===== config.mk =====
export PLATFORM = sky130hd
export DESIGN_NAME = bcf_dedup
export DESIGN_NICKNAME = d
export VERILOG_FILES = /design/src/sv/bcf_pkg.sv /design/src/sv/bcf_dedup.sv
export SDC_FILE = /design/constraint.sdc
export NUM_CORES = 2
export LEC_CHECK = 0
export BUFFER_PORTS_ARGS = -buffer_cell sky130_fd_sc_hd__buf_2
export CORE_ASPECT_RATIO = 0.8
export CORE_MARGIN = 2
export CORE_UTILIZATION = 35
export DETAILED_ROUTE_END_ITERATION = 6
export HOLD_SLACK_MARGIN = 0.03
export REMOVE_ABC_BUFFERS = 1
export SETUP_SLACK_MARGIN = 0.2
export SLEW_MARGIN = 0
export SYNTH_ARGS = -nofsm -noshare
export SYNTH_HDL_FRONTEND = slang
export SYNTH_SLANG_ARGS = --single-unit
export TNS_END_PERCENT = 50

===== constraint.sdc =====
create_clock -name clock -period 24.9 [get_ports clock]
set_input_delay 0 -clock clock [delete_from_list [all_inputs] [get_ports clock]]
set_output_delay 0 -clock clock [all_outputs]
set_load 0.01 [all_outputs]

===== src/sv/bcf_pkg.sv =====
`timescale 1ns / 1ps
package bcf_pkg;

   localparam int STEPS     = 24;
   localparam int FRAC_BITS = 16;

   localparam int COORD_W  = 32;
   localparam int THRESH_W = 32;
   localparam int NEAR_W   = THRESH_W / 2;
   localparam int STEP_W   = (STEPS > 1) ? $clog2(STEPS) : 1;
   localparam int WEIGHT_W = FRAC_BITS + 1;
   localparam int PROD_W   = WEIGHT_W + 1 + COORD_W;
   localparam int SUM_W    = PROD_W + 2;

   localparam longint unsigned DEN2 = longint'(STEPS) * longint'(STEPS);
   localparam longint unsigned DEN3 = DEN2 * longint'(STEPS);

   localparam logic KIND_CUBIC = 1'b0;
   localparam logic KIND_QUAD  = 1'b1;

   typedef logic signed [COORD_W-1:0] coord_type;
   typedef logic [COORD_W-1:0]        coord_bits_type;
   typedef coord_bits_type [7:0]      point_set_type;
   typedef logic [WEIGHT_W-1:0]       weight_type;
   typedef weight_type [3:0]          weight_set_type;
   typedef weight_set_type [STEPS-1:0] weight_col_type;

   localparam coord_type COORD_MAX = {1'b0, {(COORD_W-1){1'b1}}};
   localparam coord_type COORD_MIN = {1'b1, {(COORD_W-1){1'b0}}};

   typedef struct packed {
      logic      operation;
      coord_type p0_x;
      coord_type p0_y;
      coord_type p1_x;
      coord_type p1_y;
      coord_type p2_x;
      coord_type p2_y;
      coord_type p3_x;
      coord_type p3_y;
   } req_type;

   typedef struct packed {
      coord_type out_x;
      coord_type out_y;
      logic      duplicate;
      logic      last;
   } rsp_type;

   // one step of a curve: Bernstein weights plus control points (x0,y0,..,x3,y3)
   typedef struct packed {
      weight_set_type weights;
      point_set_type  points;
      logic           first;
      logic           last;
   } step_type;

   typedef struct packed {
      coord_type x;
      coord_type y;
      coord_type start_x;
      coord_type start_y;
      logic      first;
      logic      last;
   } point_type;

   function automatic weight_col_type build_weights(input logic kind);
      weight_col_type  t;
      longint unsigned i;
      longint unsigned u;
      longint unsigned w;
      longint unsigned c [4];
      for (int s = 0; s < STEPS; s++) begin
         i = longint'(s + 1);
         u = longint'(STEPS) - i;
         if (kind == KIND_CUBIC) begin
            c[0] = u * u * u;
            c[1] = 64'd3 * u * u * i;
            c[2] = 64'd3 * u * i * i;
            c[3] = i * i * i;
         end else begin
            c[0] = u * u;
            c[1] = 64'd2 * u * i;
            c[2] = i * i;
            c[3] = 64'd0;
         end
         for (int k = 0; k < 4; k++) begin
            if (kind == KIND_CUBIC) begin
               w = ((c[k] << FRAC_BITS) + DEN3 / 2) / DEN3;
            end else begin
               w = ((c[k] << FRAC_BITS) + DEN2 / 2) / DEN2;
            end
            t[s][k] = w[WEIGHT_W-1:0];
         end
      end
      return t;
   endfunction

   localparam weight_col_type CUBIC_WEIGHTS = build_weights(KIND_CUBIC);
   localparam weight_col_type QUAD_WEIGHTS  = build_weights(KIND_QUAD);

endpackage


===== src/sv/bcf_dedup.sv =====
`timescale 1ns / 1ps
module bcf_dedup import bcf_pkg::*; (
   input  logic                clock,
   input  logic                reset,
   input  logic                csr_wr_en,
   input  logic [THRESH_W-1:0] csr_wr_data,
   input  logic                in_valid,
   output logic                in_ready,
   input  point_type           in_data,
   output logic                rsp_valid,
   input  logic                rsp_ready,
   output rsp_type             rsp_data
);

   logic [THRESH_W-1:0] thresh_ff;
   coord_type           kept_x_ff, kept_x_in;
   coord_type           kept_y_ff, kept_y_in;
   logic                out_valid_ff;
   rsp_type             out_ff;

   logic                   load;
   coord_type              ref_x, ref_y;
   logic signed [COORD_W:0] diff_x, diff_y;
   logic [COORD_W:0]       mag_x, mag_y;
   logic [THRESH_W-1:0]    sq_x, sq_y;
   logic [THRESH_W:0]      sum_sq;
   logic                   near, dup;

   assign in_ready = !out_valid_ff || rsp_ready;
   assign load     = in_valid && in_ready;

   // kept point restarts at p0 on the first step of each curve
   always_comb begin
      ref_x  = in_data.first ? in_data.start_x : kept_x_ff;
      ref_y  = in_data.first ? in_data.start_y : kept_y_ff;
      diff_x = $signed({ref_x[COORD_W-1], ref_x}) - $signed({in_data.x[COORD_W-1], in_data.x});
      diff_y = $signed({ref_y[COORD_W-1], ref_y}) - $signed({in_data.y[COORD_W-1], in_data.y});
      mag_x  = diff_x[COORD_W] ? (COORD_W+1)'(-diff_x) : diff_x;
      mag_y  = diff_y[COORD_W] ? (COORD_W+1)'(-diff_y) : diff_y;
      // a component of 2^16 or more already squares past any threshold
      near   = (mag_x[COORD_W:NEAR_W] == '0) && (mag_y[COORD_W:NEAR_W] == '0);
      sq_x   = mag_x[NEAR_W-1:0] * mag_x[NEAR_W-1:0];
      sq_y   = mag_y[NEAR_W-1:0] * mag_y[NEAR_W-1:0];
      sum_sq = {1'b0, sq_x} + {1'b0, sq_y};
      dup    = near && (sum_sq <= {1'b0, thresh_ff});
      kept_x_in = dup ? ref_x : in_data.x;
      kept_y_in = dup ? ref_y : in_data.y;
   end

   always_ff @(posedge clock) begin
      if (reset) begin
         thresh_ff    <= '0;
         out_valid_ff <= 1'b0;
         kept_x_ff    <= '0;
         kept_y_ff    <= '0;
      end else begin
         if (csr_wr_en) begin
            thresh_ff <= csr_wr_data;
         end
         if (in_ready) begin
            out_valid_ff <= in_valid;
         end
         if (load) begin
            kept_x_ff <= kept_x_in;
            kept_y_ff <= kept_y_in;
         end
      end
   end

   always_ff @(posedge clock) begin
      if (load) begin
         out_ff.out_x     <= in_data.x;
         out_ff.out_y     <= in_data.y;
         out_ff.duplicate <= dup;
         out_ff.last      <= in_data.last;
      end
   end

   assign rsp_valid = out_valid_ff;
   assign rsp_data  = out_ff;

endmodule


Word level (Yosys, flattened, before mapping) --
Cells that the tools add are included.
Storage, ports and cells: flip-flop bits (word level) 163, input bits 167, output and inout port bits 68, word-level logic and storage cells 29
Operators by class: add/subtract/negate cells 5, multiply operators 2, order comparisons 1, mux-type cells 6, reductions and logical operators 7
Operator list (number):
- $mux 32 | 4
- $mux 33 | 2
- $neg 33->33 | 2
- $sub 32x32->33 | 2
- $mul 16x16->32 | 2
- $logic_not 17->1 | 2
- $add 32x32->33 | 1
- $le 33x32->1 | 1
- $logic_and 1x1->1 | 3
- $logic_not 1->1 | 1
- $logic_or 1x1->1 | 1

Depth between registers and ports, before layout --
depth after elaboration 9, gate-level depth with buffers 62, gate-level depth less buffers 56

Worst setup path before layout --
Ideal clock, no wire load.
path type input port to flip-flop, start input in_data[1] in the netlist's numbering, end register kept_x_ff[0], library setup time 0.127 ns, arrival time 13.278 ns, data required time 24.773 ns, path slack 11.494 ns, stages on the path 55, path buffers 6, path through clkbuf_1 > clkbuf_1 > mux2_2 > ha_1 > clkbuf_1 > and3_1 > a221oi_1 > o21ai_0 > nor3_1 > a211o_1 > o21ba_2 > o221ai_1 > clkbuf_1 > nor2_1 > xor2_1 > clkinv_1 > nor2_1 > fa_1 > [19 not listed] > a31o_2 > xor2_1 > ha_1 > a21o_1 > a21o_1 > a21o_1 > a2111oi_0 > a211o_1 > a21oi_1 > a41oi_1 > o211ai_1 > a211oi_1 > and4_1 > nand4_1 > buf_2 > clkbuf_1 > o31ai_1 > a211oi_2
On the way: longest elaborated chain between the ends 9, elaborated cells between the ends (all ways) 17, those cells by class add/sub: 5; mul: 2; order compare: 1; mux: 5; reduce/logical: 4
Ends and longest elaborated chain:
- from (decl) | line bcf_dedup.sv:9 | input point_type in_data,
- $mux 32, on equally long branches | line bcf_dedup.sv:34, bcf_dedup.sv:35
- $sub 32x32->33, on equally long branches | line bcf_dedup.sv:36, bcf_dedup.sv:37
- $neg 33->33, on equally long branches | line bcf_dedup.sv:38, bcf_dedup.sv:39
- $mux 33, on equally long branches | line bcf_dedup.sv:38, bcf_dedup.sv:39
- $mul 16x16->32, on equally long branches | line bcf_dedup.sv:42, bcf_dedup.sv:43
- $add 32x32->33 | line bcf_dedup.sv:44 | sum_sq = {1'b0, sq_x} + {1'b0, sq_y};
- $le 33x32->1 | line bcf_dedup.sv:45 | dup = near && (sum_sq <= {1'b0, thresh_ff});
- $logic_and 1x1->1 | line bcf_dedup.sv:45
- $mux 32 (*) | line bcf_dedup.sv:46 | kept_x_in = dup ? ref_x : in_data.x;
- to (signal assigned) | line bcf_dedup.sv:64 | kept_x_ff <= kept_x_in;
- to (decl) | line bcf_dedup.sv:16 | coord_type kept_x_ff, kept_x_in;
Every way passes the cells marked *; elsewhere a longest branch is shown, timed or not. A chain may end at the register's enable or synchronous reset.

Final worst setup path --
start input in_data[1] in the netlist's numbering, end register kept_y_ff[1]
On the way: longest elaborated chain between the ends 9, elaborated cells between the ends (all ways) 17, those cells by class add/sub: 5; mul: 2; order compare: 1; mux: 5; reduce/logical: 4
Ends and longest elaborated chain:
- $mux 32, on equally long branches | line bcf_dedup.sv:34, bcf_dedup.sv:35
- $sub 32x32->33, on equally long branches | line bcf_dedup.sv:36, bcf_dedup.sv:37
- $neg 33->33, on equally long branches | line bcf_dedup.sv:38, bcf_dedup.sv:39
- $mux 33, on equally long branches | line bcf_dedup.sv:38, bcf_dedup.sv:39
- $mul 16x16->32, on equally long branches | line bcf_dedup.sv:42, bcf_dedup.sv:43
- $add 32x32->33 | line bcf_dedup.sv:44
- $le 33x32->1 | line bcf_dedup.sv:45
- $logic_and 1x1->1 | line bcf_dedup.sv:45
- $mux 32 (*) | line bcf_dedup.sv:47 | kept_y_in = dup ? ref_y : in_data.y;
- to (signal assigned) | line bcf_dedup.sv:65 | kept_y_ff <= kept_y_in;
- to (decl) | line bcf_dedup.sv:17 | coord_type kept_y_ff, kept_y_in;
Marks and branches as above.

==> run metrics <==
status finished, final reports clean; minimum clock period 16.80 ns; share of layout cells above drive strength 1 12.7%; Worst path max stage delay 0.68 ns; clk_skew 0.0394 ns; FF-to-FF path depth 55; Slowest-stage cell, CP buf_4; Post-CTS Resized 0; first-pass GRT wire length 143000 um; CTS clk-pin slew, worst paths 0.10 ns; CP max FO 67; post-synth top area share 26.9%; IO Pins 235; largest net degree at the start of global routing 71; drt total wl 87300 um; Commonest cells post-synth inv_1 (680), nor2_1 (396), fa_1 (393), ha_1 (285), nand2_1 (182); ANT cells 0; Post CTS Setup Buffer Count 0; Layout Nets 4597; hold path depth 3; top-count cell post-synth inv_1; clock tree buffer depth 2; DRC 0; TritonCTS clock tree built; Core ar. 82600 um2; Post-Syn Area per Cell 8.61 um2; Hold EP kept_y_ff[0]$_SDFFE_PP0P_; Slew Limit Fails 0; most common flop cell mapped by yosys dfxtp_1; unrepaired setup endpoints after global routing no; highest clock rate 59.5 MHz; Area contributors post-synth fa_1 (27%), ha_1 (12%), inv_1 (8.7%); Finish-stage setup viols 0; CP arrival 17.26 ns; Root Buffer clkbuf_16; Tot GR Track Use 20.8%; width of the die 327 um; Worst setup SP type input port; FILL cells 8344; Via-to-Cell Ratio 5.14; Starting Density 35.4%; clock sink total 163; Netlist cell types 88; Post-synth ARST share 0%; Syn. warnings 0; Area Growth Syn to Fin 16.4%; Final ANT Viol Nets 0; CP most frequent cell fa_1; Die Height 263 um; setup tns final 0 ns; length of the first detailed-routing pass in iterations 5; initial antenna violation count 1; Final Hold Fails 0; reg2reg start kept_x_ff[0]$_SDFFE_PP0P_; EDFF count, synth 66; leading area contributor after synthesis fa_1; MaxCap Viol Count 0; Least-Margin Pin Slew 1.05 ns; input/output buffers 234; DR vias 25000; wire per inst 17.9 um; gr ovfl total 0; register area share after synthesis 13.4%; Critical Path RT 25.36 ns; Period Utilization, post-route 67.5%; TritonCTS buffer count 17; final core occ 41.3%; worst reg2reg setup slack 8.98 ns; Clock Latency Late Sink 0.51 ns; Placer Congestion 0.925; Seq cells post-synth 163; Hold Buf Count CTS 182; Gate Count Post-Synth 3397; DP Wirelength 70900 um; Hold Path Origin in_data[1]; slew margin rel. 29.8%; reg2reg end kept_y_ff[1]$_SDFFE_PP0P_; crit end category flip-flop; synthesized area 29300 um2; Die ar. 86000 um2; vias in the first global route 25600; Hold Path Class in -> reg; critical path class in -> reg; H-Tree Depth 4; row count 94; initial drt markers 2027
[layout make-up]
cell class / count / area, um2 / area share, %
inverters: 690 / 2590 / 7.60
clock buffers: 25 / 561 / 1.65
multi-input cells: 2420 / 22200 / 65.3
repair buffers: 460 / 3330 / 9.77
flip-flops and latches: 163 / 3920 / 11.5
clock inverters: 7 / 51.3 / 0.151
well taps: 1104 / 1380 / 4.05
[per-stage QoR]
stage          setup slack [ns]  hold WS [ns]  area [um2]  instances
3_5_place_dp               8.34         0.190       31600       4655
6_report                   8.10        0.0742       34100       4869
2_1_floorplan              7.55        0.0691       28700       3273
5_1_grt                    7.26         0.101       34100       4869
3_3_place_gp               8.64         0.177       31600       4655
4_1_cts                    8.35        0.0349       34100       4869
[worst max-delay path by stage]
stage,startpoint,endpoint
3_3_place_gp,in_data[1],kept_y_ff[3]$_SDFFE_PP0P_
4_1_cts,in_data[1],kept_y_ff[1]$_SDFFE_PP0P_
5_1_grt,in_data[1],kept_y_ff[1]$_SDFFE_PP0P_
3_5_place_dp,in_data[1],kept_y_ff[10]$_SDFFE_PP0P_
6_report,in_data[1],kept_y_ff[1]$_SDFFE_PP0P_
2_1_floorplan,kept_x_ff[13]$_SDFFE_PP0P_,kept_x_ff[31]$_SDFFE_PP0P_
[cells by family after synthesis]
kind of cell | count (synthesis) | synth area share, %
xor gates and xnor gates | 101 | 3.02
DFF | 163 | 13.4
buffers and inverters | 814 | 10.6
adders and majority gates | 678 | 39.1
and+or+nand+nor | 955 | 15.2
AOI/OAI and AO/OA | 582 | 14.8
muxes | 104 | 3.83
[cells in the final DEF, fill, tap and decap left out, types with 97 or more instances in the layout]
cell type / synthesis / layout
dfxtp_1: 97 / 97
nor2_1: 396 / 396
ha_1: 285 / 285
inv_1: 680 / 680
nor3_1: 119 / 119
nand2_1: 182 / 181
dlygate4sd3_1: 0 / 182
fa_1: 393 / 393
a21oi_1: 104 / 104
buf_2: 5 / 232
[per-layer routing]
| layer | global-route usage (%) | vias up | share of wire (%) |
|---|---|---|---|
| met5 | 0 | - | 0 |
| met3 | 4.71 | 41 | 8.1 |
| met1 | 32.2 | 12300 | 50 |
| met4 | 2.65 | 0 | 0.67 |
| met2 | 29.7 | 757 | 41 |
| li1 | - | 12000 | - |
[worst max-delay path, delay by kind of cell]
family          cells  cell delay, ns
compound gates     21            5.46
xor+xnor            2            0.23
fa+ha+maj          11            5.06
buf+inv            13            4.41
mux                 1            0.40
simple gates        8            1.46
[state kept, by name, indices dropped and copies added, names as in the netlist]
name       cells
kept_x_ff     32
kept_y_ff     32
rsp_data      66
rsp_valid      1
thresh_ff     32
Power is not shown: default switching activity piles up to over one toggle a cycle in this logic, so the estimate is an artifact.
